$ cat config.mk
export PLATFORM = sky130hd
export DESIGN_NAME = adaptive_traffic_light_controller
export DESIGN_NICKNAME = d
export VERILOG_FILES = /design/src/hw/rtl/atlc_pkg.sv /design/src/hw/rtl/adaptive_traffic_light_controller.sv
export SDC_FILE = /design/constraint.sdc
export NUM_CORES = 1
export LEC_CHECK = 0
export ABC_AREA = 1
export BUFFER_PORTS_ARGS = -buffer_cell sky130_fd_sc_hd__buf_2
export CAP_MARGIN = 20
export CORE_MARGIN = 1.5
export CORE_UTILIZATION = 48
export CTS_CLUSTER_SIZE = 10
export DETAILED_ROUTE_END_ITERATION = 6
export PLACE_DENSITY = 0.65
export RECOVER_POWER = 50
export SYNTH_ARGS = -nofsm -noshare
export SYNTH_HDL_FRONTEND = slang
export SYNTH_SLANG_ARGS = --single-unit
$ cat constraint.sdc
create_clock -name clk -period 4.8 [get_ports clk]
set_clock_uncertainty 0.2 [all_clocks]
set_input_delay 0.48 -clock clk [delete_from_list [all_inputs] [get_ports clk]]
set_output_delay 0.48 -clock clk [all_outputs]
set_load 0.01 [all_outputs]
$ cat src/hw/rtl/atlc_pkg.sv
// Shared constants for the adaptive traffic light controller.
// Register index codes, reset values and stream field positions.
// No dependencies.
package atlc_pkg;

	// Configuration register indexes
	localparam logic [2:0] CFG_GREEN_NORMAL  = 3'd0;
	localparam logic [2:0] CFG_GREEN_DELAYED = 3'd1;
	localparam logic [2:0] CFG_YELLOW        = 3'd2;
	localparam logic [2:0] CFG_CHASE_ROUNDS  = 3'd3;
	localparam logic [2:0] CFG_LOW_LIMIT     = 3'd4;

	localparam int CFG_ADDR_W = 3;
	localparam int CFG_DATA_W = 6;

	// Register reset values
	localparam logic [3:0] RST_GREEN_NORMAL  = 4'd3;
	localparam logic [3:0] RST_GREEN_DELAYED = 4'd4;
	localparam logic [3:0] RST_YELLOW        = 4'd1;
	localparam logic [5:0] RST_CHASE_ROUNDS  = 6'd10;
	localparam logic [1:0] RST_LOW_LIMIT     = 2'd3;

	// Stream widths
	localparam int IN_TDATA_W  = 8;
	localparam int OUT_TDATA_W = 24;
	localparam int WHITE_W     = 6;

	// Output tdata bit positions
	localparam int O_VERT_GREEN  = 0;
	localparam int O_VERT_YELLOW = 1;
	localparam int O_VERT_RED    = 2;
	localparam int O_HORZ_GREEN  = 3;
	localparam int O_HORZ_YELLOW = 4;
	localparam int O_HORZ_RED    = 5;
	localparam int O_VERT_WHITE  = 6;
	localparam int O_HORZ_WHITE  = 12;

	// Index of the last chase position in a round (positions 0 to CHASE_LAST)
	localparam logic [1:0] CHASE_LAST = 2'd2;

endpackage

$ cat src/hw/rtl/adaptive_traffic_light_controller.sv
// Adaptive traffic light controller: one tick in, one lamp pattern out.
// An accepted tick passes through the input register and then the result register.
// Throughput: one tick per cycle while the output is not stalled.
// Reset (arst_n low, asynchronous): vertical green, normal mode, counters and peaks
// cleared, configuration registers at their defaults, both stages empty.
// Depends on atlc_pkg.
module adaptive_traffic_light_controller #(
	parameter int LEDS_PER_LANE = 3
) (
	input  logic                                 clk,
	input  logic                                 arst_n,
	// configuration write port
	input  logic                                 cfg_we,
	input  logic [atlc_pkg::CFG_ADDR_W-1:0]      cfg_addr,
	input  logic [atlc_pkg::CFG_DATA_W-1:0]      cfg_wdata,
	// tick stream in
	input  logic                                 s_axis_tvalid,
	output logic                                 s_axis_tready,
	// tdata: [1:0] lane0_level, [3:2] lane1_level, [7:4] zero
	input  logic [atlc_pkg::IN_TDATA_W-1:0]      s_axis_tdata,
	// lamp stream out
	output logic                                 m_axis_tvalid,
	input  logic                                 m_axis_tready,
	// tdata: [0] vert_green, [1] vert_yellow, [2] vert_red, [3] horz_green,
	// [4] horz_yellow, [5] horz_red, [11:6] vert_white, [17:12] horz_white, [23:18] zero
	output logic [atlc_pkg::OUT_TDATA_W-1:0]     m_axis_tdata
);

	// configuration registers
	logic [3:0] green_normal_q, green_delayed_q, yellow_q;
	logic [5:0] chase_rounds_q;
	logic [1:0] low_limit_q;

	// sequencer state
	logic       dir_q, in_yellow_q, delayed_q;
	logic [3:0] interval_q;
	logic [5:0] round_q;
	logic [1:0] chase_q, peak0_q, peak1_q;

	// stage registers
	logic       in_valid_s1;
	logic [1:0] lane0_s1, lane1_s1;
	logic       out_valid_s2;
	logic [atlc_pkg::OUT_TDATA_W-1:0] out_data_s2;

	logic advance;

	// next-state and result signals
	logic       dir_n, in_yellow_n, delayed_n;
	logic [3:0] interval_n, interval_inc, limit;
	logic [5:0] round_n, round_inc;
	logic [1:0] chase_n, peak0_n, peak1_n, pk0, pk1;
	logic       sample;
	logic [atlc_pkg::WHITE_W-1:0] active_white, waiting_white, vert_white, horz_white;
	logic       lamp_g, lamp_y;
	logic [atlc_pkg::OUT_TDATA_W-1:0] result;

	// configuration writes
	always_ff @(posedge clk or negedge arst_n) begin
		if (!arst_n) begin
			green_normal_q  <= atlc_pkg::RST_GREEN_NORMAL;
			green_delayed_q <= atlc_pkg::RST_GREEN_DELAYED;
			yellow_q        <= atlc_pkg::RST_YELLOW;
			chase_rounds_q  <= atlc_pkg::RST_CHASE_ROUNDS;
			low_limit_q     <= atlc_pkg::RST_LOW_LIMIT;
		end else if (cfg_we) begin
			case (cfg_addr)
				atlc_pkg::CFG_GREEN_NORMAL:  green_normal_q  <= cfg_wdata[3:0];
				atlc_pkg::CFG_GREEN_DELAYED: green_delayed_q <= cfg_wdata[3:0];
				atlc_pkg::CFG_YELLOW:        yellow_q        <= cfg_wdata[3:0];
				atlc_pkg::CFG_CHASE_ROUNDS:  chase_rounds_q  <= cfg_wdata[5:0];
				atlc_pkg::CFG_LOW_LIMIT:     low_limit_q     <= cfg_wdata[1:0];
				default: ;
			endcase
		end
	end

	// handshake: s1 moves on when the result register is empty or being taken
	assign advance       = in_valid_s1 && (!out_valid_s2 || m_axis_tready);
	assign s_axis_tready = !in_valid_s1 || advance;
	assign m_axis_tvalid = out_valid_s2;
	assign m_axis_tdata  = out_data_s2;

	// input register
	always_ff @(posedge clk or negedge arst_n) begin
		if (!arst_n) begin
			in_valid_s1 <= 1'b0;
		end else if (s_axis_tready) begin
			in_valid_s1 <= s_axis_tvalid;
		end
	end

	always_ff @(posedge clk) begin
		if (s_axis_tready && s_axis_tvalid) begin
			lane0_s1 <= s_axis_tdata[1:0];
			lane1_s1 <= s_axis_tdata[3:2];
		end
	end

	// peak tracking, sampled on the first tick of an interval
	always_comb begin
		sample = (round_q == 6'd0) && (chase_q == 2'd0);
		pk0    = (sample && lane0_s1 > peak0_q) ? lane0_s1 : peak0_q;
		pk1    = (sample && lane1_s1 > peak1_q) ? lane1_s1 : peak1_q;
	end

	// white LED patterns: queue on waiting side, chase on active side
	always_comb begin
		for (int b = 0; b < atlc_pkg::WHITE_W; b++) begin
			if (b < LEDS_PER_LANE) begin
				waiting_white[b] = b < int'(pk0);
				active_white[b]  = (b == int'(chase_q)) && (chase_q <= atlc_pkg::CHASE_LAST);
			end else if (b < 2 * LEDS_PER_LANE) begin
				waiting_white[b] = (b - LEDS_PER_LANE) < int'(pk1);
				active_white[b]  = ((b - LEDS_PER_LANE) == int'(chase_q)) &&
				                   (chase_q <= atlc_pkg::CHASE_LAST);
			end else begin
				waiting_white[b] = 1'b0;
				active_white[b]  = 1'b0;
			end
		end
	end

	// lamp assembly
	always_comb begin
		lamp_g     = !in_yellow_q;
		lamp_y     = in_yellow_q;
		vert_white = dir_q ? waiting_white : active_white;
		horz_white = dir_q ? active_white : waiting_white;
		result     = '0;
		result[atlc_pkg::O_VERT_GREEN]  = !dir_q && lamp_g;
		result[atlc_pkg::O_VERT_YELLOW] = !dir_q && lamp_y;
		result[atlc_pkg::O_VERT_RED]    = dir_q;
		result[atlc_pkg::O_HORZ_GREEN]  = dir_q && lamp_g;
		result[atlc_pkg::O_HORZ_YELLOW] = dir_q && lamp_y;
		result[atlc_pkg::O_HORZ_RED]    = !dir_q;
		result[atlc_pkg::O_VERT_WHITE +: atlc_pkg::WHITE_W] = vert_white;
		result[atlc_pkg::O_HORZ_WHITE +: atlc_pkg::WHITE_W] = horz_white;
	end

	// counter chain: chase -> round -> interval -> phase
	always_comb begin
		dir_n        = dir_q;
		in_yellow_n  = in_yellow_q;
		delayed_n    = delayed_q;
		interval_n   = interval_q;
		round_n      = round_q;
		chase_n      = chase_q + 2'd1;
		peak0_n      = pk0;
		peak1_n      = pk1;
		round_inc    = round_q + 6'd1;
		interval_inc = interval_q + 4'd1;
		limit        = in_yellow_q ? yellow_q : (delayed_q ? green_delayed_q : green_normal_q);
		if (chase_q >= atlc_pkg::CHASE_LAST) begin
			chase_n = 2'd0;
			round_n = round_inc;
			if (round_inc == 6'd0 || round_inc >= chase_rounds_q) begin
				round_n    = 6'd0;
				interval_n = interval_inc;
				if (interval_inc == 4'd0 || interval_inc >= limit) begin
					interval_n = 4'd0;
					if (!in_yellow_q) begin
						in_yellow_n = 1'b1;
					end else begin
						in_yellow_n = 1'b0;
						delayed_n   = (pk0 < low_limit_q) && (pk1 < low_limit_q);
						dir_n       = !dir_q;
						peak0_n     = 2'd0;
						peak1_n     = 2'd0;
					end
				end
			end
		end
	end

	// state update on each processed tick
	always_ff @(posedge clk or negedge arst_n) begin
		if (!arst_n) begin
			dir_q       <= 1'b0;
			in_yellow_q <= 1'b0;
			delayed_q   <= 1'b0;
			interval_q  <= 4'd0;
			round_q     <= 6'd0;
			chase_q     <= 2'd0;
			peak0_q     <= 2'd0;
			peak1_q     <= 2'd0;
		end else if (advance) begin
			dir_q       <= dir_n;
			in_yellow_q <= in_yellow_n;
			delayed_q   <= delayed_n;
			interval_q  <= interval_n;
			round_q     <= round_n;
			chase_q     <= chase_n;
			peak0_q     <= peak0_n;
			peak1_q     <= peak1_n;
		end
	end

	// result register
	always_ff @(posedge clk or negedge arst_n) begin
		if (!arst_n) begin
			out_valid_s2 <= 1'b0;
		end else if (advance) begin
			out_valid_s2 <= 1'b1;
		end else if (m_axis_tready) begin
			out_valid_s2 <= 1'b0;
		end
	end

	always_ff @(posedge clk) begin
		if (advance) begin
			out_data_s2 <= result;
		end
	end

endmodule

==> results of run 1 <==
[cells in the final DEF, fill, tap and decap left out, drive strengths merged]
master and count:
edfxtp 22, nand3b 2, o21ai 44, nand2 101
nor2 28, o31ai 4, nand4 5, dfrtp 33
a21boi 1, and2 2, bufinv 1, nand3 26
conb 6, a21oi 10, clkbuf 14, inv 45
ha 19, buf 34, dfstp 8, clkinv 5
xor2 3
[worst reg2reg max path, cell delays in order (launching register included)]
cell and delay, ns:
dfrtp_1 0.48, clkinv_1 0.30, nand3_1 0.17, o21ai_0 0.10, ha_1 0.30, a21oi_1 0.12
o21ai_0 0.09, nor2_1 0.23, nand2_1 0.19, nand4_1 0.24, nand2_1 0.09, nand2_1 0.07
[cells in the mapped netlist]
master / number
nand2_1: 93
dfstp_2: 8
nand3_2: 2
a21boi_0: 1
a21oi_1: 10
edfxtp_1: 22
clkinv_1: 1
clkbuf_1: 3
o21ai_0: 40
ha_1: 19
o21ai_4: 2
nand4_1: 5
nor2_1: 22
xor2_1: 3
o31ai_2: 2
nand2_2: 8
nor2_4: 1
inv_2: 2
nand3b_1: 2
nor2_2: 5
buf_6: 1
o31ai_1: 2
o21ai_1: 2
conb_1: 1
buf_4: 6
buf_2: 2
and2_4: 2
nand3_1: 24
inv_1: 43
dfrtp_1: 33
[how the worst max path moves through the flow]
stage	start	endpoint	slack (ns)
finish	in_yellow_q	peak1_q[1]	2.16
global route	in_yellow_q	peak1_q[0]	1.88
CTS	m_axis_tvalid	dir_q	2.18
detailed placement	m_axis_tready	dir_q	2.02
global placement	m_axis_tready	dir_q	2.09
floorplan	lane0_s1[1]	delayed_q	2.61
[power groups by stage]
stage               logic [mW]  registers (mW)  clock network, mW
floorplan                0.593           0.860                  0
CTS                      0.790           0.856              0.449
finish                   0.783           0.856              0.437
global placement         0.765           0.861                  0
global route             0.930           0.876              0.470
detailed placement       0.786           0.865                  0
[layer usage]
layer  routed length, microns  share of wire (%)  global-route usage, %
met5                        0                  0                      0
met2                     2680                 45                   29.3
met3                      239                4.1                   3.46
met4                       40               0.68                   8.80
met1                     2930                 50                   23.9
[registers in the layout, summed over array words and instances (netlist names)]
signal and cells:
m_axis_tdata 18, chase_rounds_q 6, round_q 6, green_delayed_q 4, green_normal_q 4, interval_q 4
yellow_q 4, chase_q 2, lane0_s1 2, lane1_s1 2, low_limit_q 2, peak0_q 2
peak1_q 2, delayed_q 1, dir_q 1, in_valid_s1 1, in_yellow_q 1, m_axis_tvalid 1
[area by class of cell]
cell class	instances	area (sq um)	share of cell area (%)
Clock inverter	5	48.8	1.33
Tap cell	77	96.3	2.62
Sequential cell	63	1700	46.1
Timing Repair Buffer	37	181	4.93
Inverter	46	173	4.69
Clock buffer	11	131	3.57
Multi-Input combinational cell	251	1360	36.8
[cell families after synthesis]
logic type,share of synthesized area (%)
AND/OR/NAND/NOR,22.2
flip-flops,51.7
other,0.114
adder cells (fa/ha/maj),7.24
buffers and inverters,7.62
XOR/XNOR,0.800
AO/OA/AOI/OAI,10.4
[stage by stage]
stage | util (%) | hold WS, ns | setup slack [ns] | cell area (sq um)
after floorplan | - | -0.0156 | 2.61 | 3300
after global placement | 54.0 | 0.265 | 2.09 | 3510
after detailed placement | 54.0 | 0.270 | 2.02 | 3510
after CTS | 56.8 | 0.0947 | 2.18 | 3690
after global routing | 56.7 | 0.101 | 1.88 | 3680
final | 56.7 | 0.108 | 2.16 | 3680
==> flow_metrics.env, run 1 <==
export IMPL_status="complete, but fails checks"
export IMPL_violations="capacitance limit, slew limit"
export IMPL_clkLatencyLatePin_ns=0.34
export IMPL_antenna_found_initial=0
export IMPL_path_delay_family="simple AND/OR/NAND/NOR gates"
export IMPL_cp_num_cells=11
export IMPL_drv_slew=42
export IMPL_p_sw_mw=0.810
export IMPL_wl_per_cell_microns=12.0
export IMPL_stdcell_count=490
export IMPL_rows=29
export IMPL_powerDensity_mw_per_mm2=564
export IMPL_placed_cells=474
export IMPL_clk_pin_slew_ns=0.07
export IMPL_drtAntennaViolNets=0
export IMPL_worstHoldStart="s_axis_tdata[2]"
export IMPL_regToRegStartpoint="in_yellow_q"
export IMPL_worstHoldPathCells=1
export IMPL_root_buffer="clkbuf_8"
export IMPL_period_share_pct=55.0
export IMPL_yosys_area_top_type="dfrtp_1"
export IMPL_grt_pass1_wl_mm=10.5
export IMPL_vias=2425
export IMPL_drive_gt1_share_pct=19.1
export IMPL_end_kind="register"
export IMPL_cts_resized=0
export IMPL_switching_share_pct=39.0
export IMPL_fin_crit_ns=2.64
export IMPL_cts_tree="built"
export IMPL_whs_endpoint="lane1_s1[0]"
export IMPL_relSlewSlack_pct=-44.6
export IMPL_antennaDiodeCount=0
export IMPL_rr_worst_depth=11
export IMPL_worstSetupPathType="register to register"
export IMPL_synth_seq_cells=63
export IMPL_grt_usage_pct=18.3
export IMPL_drc_errors=0
export IMPL_cts_hold_buffers=0
export IMPL_syn2layout_area_growth_pct=12.2
export IMPL_syn_area_sq_mm=0.00328
export IMPL_dieArea_sq_mm=0.00735
export IMPL_p_leak_nw=1.80
export IMPL_power_total_mw=2.08
export IMPL_die_y_microns=85.7
export IMPL_via_per_inst=4.95
export IMPL_routabilityCongestion=0.797
export IMPL_ir_drop_v=0.000237
export IMPL_power_frac_seq_pct=41.2
export IMPL_avgSynthCellArea_sq_um=8.95
export IMPL_fmax_ghz=0.379
export IMPL_path_cells="clkinv_1, nand3_1, o21ai_0, ha_1, a21oi_1, o21ai_0, nor2_1, nand2_1, nand4_1, nand2_1, nand2_1"
export IMPL_p_int_mw=1.27
export IMPL_grt_max_degree=42
export IMPL_synthDominantCellAreaShare_pct=25.2
export IMPL_syn_inst=367
export IMPL_fill_cells=606
export IMPL_worstPathArrival_ns=2.72
export IMPL_pwr_share_clk_pct=21.0
export IMPL_cts_buffer_depth=2
export IMPL_worstPathRequired_ns=4.88
export IMPL_cts_setup_buffers=0
export IMPL_hold_class="primary input to register"
export IMPL_core_area_sq_mm=0.00649
export IMPL_dp_hpwl_mm=4.14
export IMPL_drtPass1Iterations=4
export IMPL_hold_violations=0
export IMPL_cts_sinks=63
export IMPL_grt_pass1_vias=2393
export IMPL_synth_area_leaders="dfrtp_1 25%, edfxtp_1 20%, nand2_1 11%"
export IMPL_portBuffers=37
export IMPL_cp_start_kind="register"
export IMPL_reg2reg_slack_ns=2.16
export IMPL_yosys_cell_types_count=30
export IMPL_critPathSlowestCell="dfrtp_1"
export IMPL_synth_warnings=0
export IMPL_setup_viol=0
export IMPL_grt_overflow=0
export IMPL_crit_top_cell="nand2_1"
export IMPL_cap_violations=1
export IMPL_initial_core_util_pct=50.5
export IMPL_ys_seq_area_share_pct=51.7
export IMPL_worstPathMaxFanout=10
export IMPL_finalNetCount=449
export IMPL_die_x_microns=85.7
export IMPL_drtIter0Drc=130
export IMPL_crit_buf_inv=1
export IMPL_htreeDepth=3
export IMPL_setup_tns_ns=0
export IMPL_pwr_share_comb_pct=37.7
export IMPL_tightest_slew_ns=2.17
export IMPL_cpPeakStageDelay_ns=0.48
export IMPL_reg2reg_to="peak1_q[1]"
export IMPL_cts_made_buffers=9
export IMPL_rsz0062_at_grt="no"
export IMPL_pin_count=48
export IMPL_wirelength_mm=5.89
No activity file was read; power rests on OpenSTA's default activity.
==> run 2, diff against run 1 <==
Settings changed: PLACE_DENSITY 0.65 to 0.68.
Clock period 4.8 ns to 2.2 ns, I/O delays scaled along.
==> run 2 against run 1 <==
The flow finishes with violations (setup timing). Via count rose by 10%. Combinational power rose to 3.0 times the previous value. Final cell count increased by 8.4%. Count of clock-buffer cells in the layout decreased by 2. Fmax rose by 18%. Critical endpoint is now dir_q. Largest cell class unchanged.
==> flow_metrics.env, run 2 (synthesis results as in run 1) <==
export IMPL_status="complete, but fails checks"
export IMPL_violations="setup timing"
export IMPL_cts_made_buffers=9
export IMPL_pin_count=48
export IMPL_crit_buf_inv=1
export IMPL_via_per_inst=5.04
export IMPL_utilization_pct=64.8
export IMPL_drtPass1Iterations=4
export IMPL_path_cells="nand3_2, nor2_4, nand2_1, nand2_1, nand2_2, inv_2, ha_4, a21oi_2, o21ai_2, nor2_2, nand2_4, nand3_2, nor2_2, nand2_1, nand2_1"
export IMPL_setup_tns_ns=-0.115
export IMPL_period_share_pct=101
export IMPL_wirelength_mm=6.48
export IMPL_routabilityCongestion=0.864
export IMPL_worstPathRequired_ns=2.23
export IMPL_clkLatencyLatePin_ns=0.34
export IMPL_ir_drop_v=0.000615
export IMPL_vias=2677
export IMPL_drv_slew=0
export IMPL_dieArea_sq_mm=0.00735
export IMPL_p_leak_nw=2.03
export IMPL_setup_viol=7
export IMPL_largest_register_ffs=18
export IMPL_antennaDiodeCount=0
export IMPL_worstSetupPathType="register to register"
export IMPL_fin_crit_ns=2.23
export IMPL_dp_hpwl_mm=4.41
export IMPL_finalNetCount=490
export IMPL_die_x_microns=85.7
export IMPL_htreeDepth=3
export IMPL_end_kind="register"
export IMPL_cp_start_kind="register"
export IMPL_worstHoldPathCells=3
export IMPL_path_delay_family="simple AND/OR/NAND/NOR gates"
export IMPL_root_buffer="clkbuf_8"
export IMPL_grt_pass1_wl_mm=10.8
export IMPL_final_setup_worst_slack_ns=-0.0308
export IMPL_pre_cts_slack_ns=-0.159
export IMPL_power_total_mw=5.16
export IMPL_grt_pass1_vias=2579
export IMPL_cts_buffer_depth=2
export IMPL_stdcell_count=531
export IMPL_worstPathArrival_ns=2.26
export IMPL_drive_gt1_share_pct=31.9
export IMPL_fill_cells=526
export IMPL_crit_top_cell="nand2_1"
export IMPL_rows=29
export IMPL_hold_class="primary input to register"
export IMPL_drc_errors=0
export IMPL_final_cell_mix="88 x nand2_1, 40 x inv_1, 37 x buf_2"
export IMPL_cap_violations=0
export IMPL_tightest_slew_ns=1.01
export IMPL_fmax_ghz=0.448
export IMPL_rsz0062_at_grt="yes"
export IMPL_cts_sinks=63
export IMPL_drtAntennaViolNets=0
export IMPL_relSlewSlack_pct=32.4
export IMPL_cp_num_cells=15
export IMPL_cpPeakStageDelay_ns=0.43
export IMPL_core_area_sq_mm=0.00649
export IMPL_initial_core_util_pct=50.5
export IMPL_cts_tree="built"
export IMPL_dpl_instance_area_sq_mm=0.00370
export IMPL_final_area_sq_mm=0.00421
export IMPL_placed_cells=500
export IMPL_grt_overflow=0
export IMPL_powerDensity_mw_per_mm2=1220
export IMPL_die_y_microns=85.7
export IMPL_critPathSlowestCell="dfrtp_1"
export IMPL_clk_pin_slew_ns=0.07
export IMPL_antenna_found_initial=0
export IMPL_portBuffers=37
export IMPL_layout_commonest_cell="nand2_1"
export IMPL_wl_per_cell_microns=12.2
export IMPL_hold_violations=0
export IMPL_whs_ns=0.000496
export IMPL_grt_max_degree=42
export IMPL_worstPathMaxFanout=7
export IMPL_grt_usage_pct=18.7
export IMPL_drtIter0Drc=119
export IMPL_rr_worst_depth=15
export IMPL_syn2layout_area_growth_pct=28.2
==> run 2: cell types whose count changed in the layout (fill, tap and decap cells not counted), moves of 4 or more <==
cell           delta
a21oi_2           +4
clkbuf_1          -5
ha_1              -5
a21oi_1           -4
o21ai_1           +7
nand3_1           -5
buf_4            +26
ha_4              +5
o21ai_0           -9
nand2_1           -5
nand3_2           +5
dlygate4sd3_1    +11
==> run 2: layout make-up <==
class	count	area [sq um]	area share, %
tap	77	96.3	2.29
clock inverter	7	73.8	1.75
clock buffer	9	124	2.94
multi-input combinational	251	1510	35.9
timing repair buffer	78	529	12.6
sequential	63	1700	40.4
inverter	46	176	4.19
==> run 2: repair_timing <==
item                       in CTS  in global routing
setup buffers                   3                  1
hold endpoints to repair       42                  0
hold buffers                   11                  0
pin swaps                      11                 19
gates resized for setup         8                 42
setup endpoints to repair      15                 21
==> run 2: worst paths after layout <==
check                                   start                  to  slack, ns
setup / recovery                   round_q[2]               dir_q      -0.03
hold / removal                   cfg_wdata[3]   chase_rounds_q[3]     0.0005
setup reg to reg                   round_q[2]               dir_q      -0.03
hold reg to reg            green_delayed_q[0]  green_delayed_q[0]       0.29
max in group asynchronous              arst_n           delayed_q       0.64
min in group asynchronous              arst_n          round_q[0]       0.46
==> run 2: where the power goes <==
group / internal (mW) / total [mW] / switching [mW]
logic: 0.999 / 2.32 / 1.32
clock network: 0.524 / 0.998 / 0.474
registers: 1.62 / 1.83 / 0.213
total: 3.14 / 5.16 / 2.01
==> run 2: layer usage <==
metal  track usage (%)  share of wire (%)  up-vias
met5                 0                  0        -
met4              5.87                1.7        0
met3              5.00                3.8       10
met2              32.6                 49       57
met1              22.7                 46     1257
li1                  -                  -     1353
==> run 2: tightest hold or removal path: cells and delay by family <==
| kind | cells | cell delay (ns) |
|---|---|---|
| buffers and inverters | 2 | 0.20 |
| AO/OA/AOI/OAI | 1 | 0.11 |
==> run 3, diff against run 2 <==
Settings changed: ABC_AREA 1 to 0, BUFFER_PORTS_ARGS -buffer_cell sky130_fd_sc_hd__buf_2 to not set, CAP_MARGIN 20 to not set, DONT_BUFFER_PORTS set to 1, PLACE_DENSITY 0.68 to 0.61.
==> run 3 against run 2 <==
The run still ends with setup timing left. Die area is 1.7% higher. Clock power is 8% higher. Wire length is 7.7% higher. Synthesized cell count is 21% lower. First-iteration DRC count is 43% lower. Total power is 21% higher. Cell area is 9.5% higher. Core utilization is 3.4 points higher. Count of clock-buffer cells in the layout is 1 higher. Via count is 11% lower. Critical endpoint is now delayed_q. Largest cell class is now multi-input combinational cells.
==> flow_metrics.env, run 3 <==
export IMPL_grt_usage_pct=19.7
export IMPL_fin_crit_ns=2.60
export IMPL_syn_area_sq_mm=0.00334
export IMPL_wirelength_mm=6.98
export IMPL_synthArstFlopShare_pct=65.1
export IMPL_setup_tns_ns=-6.27
export IMPL_drv_slew=0
export IMPL_status="complete, but fails checks"
export IMPL_via_per_inst=5.27
export IMPL_clk_pin_slew_ns=0.08
export IMPL_drtPass1Iterations=4
export IMPL_synth_top_family_by_area="multiplexers"
export IMPL_finalNetCount=409
export IMPL_synth_compound_area_share_pct=9.81
export IMPL_dieArea_sq_mm=0.00747
export IMPL_antennaDiodeCount=0
export IMPL_root_buffer="clkbuf_8"
export IMPL_rsz0062_at_grt="yes"
export IMPL_fill_cells=475
export IMPL_yosys_area_top_type="dfrtp_1"
export IMPL_cts_buffer_depth=2
export IMPL_core_area_sq_mm=0.00676
export IMPL_hold_violations=0
export IMPL_syn_inst=290
export IMPL_violations="setup timing"
export IMPL_grt_pass1_wl_mm=11.1
export IMPL_die_y_microns=86.4
export IMPL_synth_mux_area_share_pct=12.5
export IMPL_cts_tree="built"
export IMPL_synth_flop_cell="dfrtp_1"
export IMPL_relSlewSlack_pct=32.0
export IMPL_power_frac_seq_pct=31.9
export IMPL_largest_register_ffs=18
export IMPL_synth_warnings=0
export IMPL_final_setup_worst_slack_ns=-0.399
export IMPL_synth_area_leaders="dfrtp_1 25%, edfxtp_1 20%, mux2_2 8.1%"
export IMPL_grt_overflow=0
export IMPL_drc_errors=0
export IMPL_die_x_microns=86.4
export IMPL_fmax_ghz=0.385
export IMPL_pwr_share_comb_pct=50.7
export IMPL_reg2reg_slack_ns=-0.40
export IMPL_hold_class="primary input to register"
export IMPL_synth_common_cells="33 x dfrtp_1, 27 x nand2_1, 24 x mux2_2"
export IMPL_rr_worst_depth=10
export IMPL_drtIter0Drc=68
export IMPL_htreeDepth=3
export IMPL_synth_xor_area_share_pct=2.36
export IMPL_worstHoldStart="s_axis_tvalid"
export IMPL_synth_seq_cells=63
export IMPL_p_sw_mw=2.32
export IMPL_avgSynthCellArea_sq_um=11.5
export IMPL_reg2reg_to="delayed_q"
export IMPL_synth_most_common_cell="dfrtp_1"
export IMPL_regToRegStartpoint="lane0_s1[1]"
export IMPL_whs_endpoint="lane0_s1[1]"
export IMPL_period_share_pct=118
export IMPL_powerDensity_mw_per_mm2=1350
export IMPL_power_total_mw=6.23
export IMPL_routabilityCongestion=0.820
export IMPL_rows=30
export IMPL_antenna_found_initial=0
export IMPL_layout_commonest_cell="buf_4"
export IMPL_dp_hpwl_mm=4.78
export IMPL_worstHoldPathCells=1
export IMPL_yosys_area_share_simple_pct=12.4
export IMPL_ys_seq_area_share_pct=50.8
export IMPL_setup_viol=26
export IMPL_drtAntennaViolNets=0
export IMPL_cts_made_buffers=9
export IMPL_worstPathRequired_ns=2.22
export IMPL_synth_adder_area_share_pct=7.11
export IMPL_final_cell_mix="48 x buf_4, 31 x dfrtp_1, 24 x nand2_1"
export IMPL_clkLatencyLatePin_ns=0.34
export IMPL_synthDominantCellAreaShare_pct=24.7
export IMPL_tightest_slew_ns=1.02
export IMPL_switching_share_pct=37.3
export IMPL_synth_edff_count=22
export IMPL_grt_pass1_vias=2280
export IMPL_utilization_pct=68.2
export IMPL_portBuffers=0
export IMPL_worstPathMaxFanout=3
export IMPL_cts_sinks=63
export IMPL_syn2layout_area_growth_pct=37.9
export IMPL_ir_drop_v=0.000563
export IMPL_yosys_cell_types_count=52
export IMPL_cap_violations=0
export IMPL_p_leak_nw=1.93
export IMPL_drive_gt1_share_pct=44.0
export IMPL_cp_start_kind="register"
export IMPL_worstSetupPathType="register to register"
export IMPL_end_kind="register"
export IMPL_p_int_mw=3.91
export IMPL_worstPathArrival_ns=2.62
export IMPL_pin_count=48
export IMPL_wl_per_cell_microns=15.4
export IMPL_initial_core_util_pct=49.5
export IMPL_vias=2388
export IMPL_pwr_share_clk_pct=17.3
export IMPL_grt_max_degree=42
export IMPL_setup_worst_path_start="lane0_s1[1]"
==> run 3: cell types whose count changed in the layout (fill, tap and decap cells not counted), moves of 5 or more <==
| cell | previous run | this run |
|---|---|---|
| mux2_2 | 0 | 21 |
| nand3_1 | 19 | 2 |
| buf_4 | 26 | 48 |
| nand3_2 | 7 | 1 |
| nor2_2 | 7 | 1 |
| nand2_2 | 10 | 2 |
| nand2b_1 | 0 | 5 |
| o21ai_0 | 31 | 4 |
| inv_1 | 40 | 17 |
| mux2i_1 | 0 | 9 |
| dlygate4sd3_1 | 11 | 17 |
| buf_2 | 37 | 0 |
| nand2_1 | 88 | 24 |
==> run 3: kinds of logic after synthesis <==
logic type / Yosys count
simple gates: 80
xor+xnor: 9
compound gates: 45
fa+ha+maj: 19
flops: 63
mux: 38
other cells: 1
buf+inv: 35
==> run 3: metrics by stage <==
step / instance area (sq um) / hold WS (ns) / setup slack (ns) / std cells
after floorplan: 3490 / -0.276 / -0.396 / 295
after global placement: 3870 / -0.275 / -0.482 / 408
after detailed placement: 3870 / -0.275 / -0.521 / 408
after CTS: 4460 / 0.0186 / -0.435 / 451
after global routing: 4610 / 0.0345 / -0.492 / 453
final: 4610 / 0.0332 / -0.399 / 453
==> run 3: final cells by class <==
class                           count  area [sq um]  share of cell area [%]
Inverter                           22          83.8                    1.82
Sequential cell                    63          1700                    36.9
Tap cell                           80           100                    2.17
Timing Repair Buffer               75           654                    14.2
Multi-Input combinational cell    197          1850                    40.2
Clock buffer                       10           149                    3.23
Clock inverter                      6          67.6                    1.47
==> run 3: power by group through the flow <==
stage | combinational (mW) | sequential (mW) | clock, mW
2_1_floorplan | 1.78 | 1.94 | 0
4_1_cts | 2.90 | 1.98 | 1.10
3_3_place_gp | 2.53 | 1.99 | 0
3_5_place_dp | 2.59 | 2.00 | 0
6_report | 3.16 | 1.99 | 1.08
5_1_grt | 3.47 | 2.04 | 1.14
==> run 3: worst max-delay path by stage <==
| stage | end | slack (ns) | cells past startpoint |
|---|---|---|---|
| 6_report | delayed_q | -0.40 | 10 |
| 5_1_grt | delayed_q | -0.49 | 10 |
| 4_1_cts | delayed_q | -0.44 | 8 |
| 3_5_place_dp | interval_q[2] | -0.52 | 9 |
| 3_3_place_gp | interval_q[2] | -0.48 | 9 |
| 2_1_floorplan | delayed_q | -0.40 | 10 |
==> run 3: layer usage <==
| layer | up-vias | wire (microns) | GRT usage [%] |
|---|---|---|---|
| met5 | - | 0 | 0 |
| met4 | 0 | 80 | 7.92 |
| met3 | 7 | 147 | 3.14 |
| met2 | 47 | 3520 | 32.7 |
| met1 | 1153 | 3230 | 25.9 |
| li1 | 1181 | - | - |
==> run 3: worst max-delay path, stage by stage (launching register included) <==
cell	delay [ns]
edfxtp_1	0.39
ha_1	0.32
nor2b_4	0.14
o2111ai_4	0.24
mux2i_4	0.30
inv_2	0.07
ha_4	0.27
nand2_1	0.06
mux2i_2	0.18
a211oi_1	0.06
mux2_4	0.25
==> run 3: repair_timing <==
action | CTS | global route
resized for setup | 27 | 26
pin swaps | 24 | 19
setup buffers | 9 | 3
hold endpoints to repair | 67 | 0
hold buffers | 18 | 0
endpoints found under the setup margin | 25 | 28
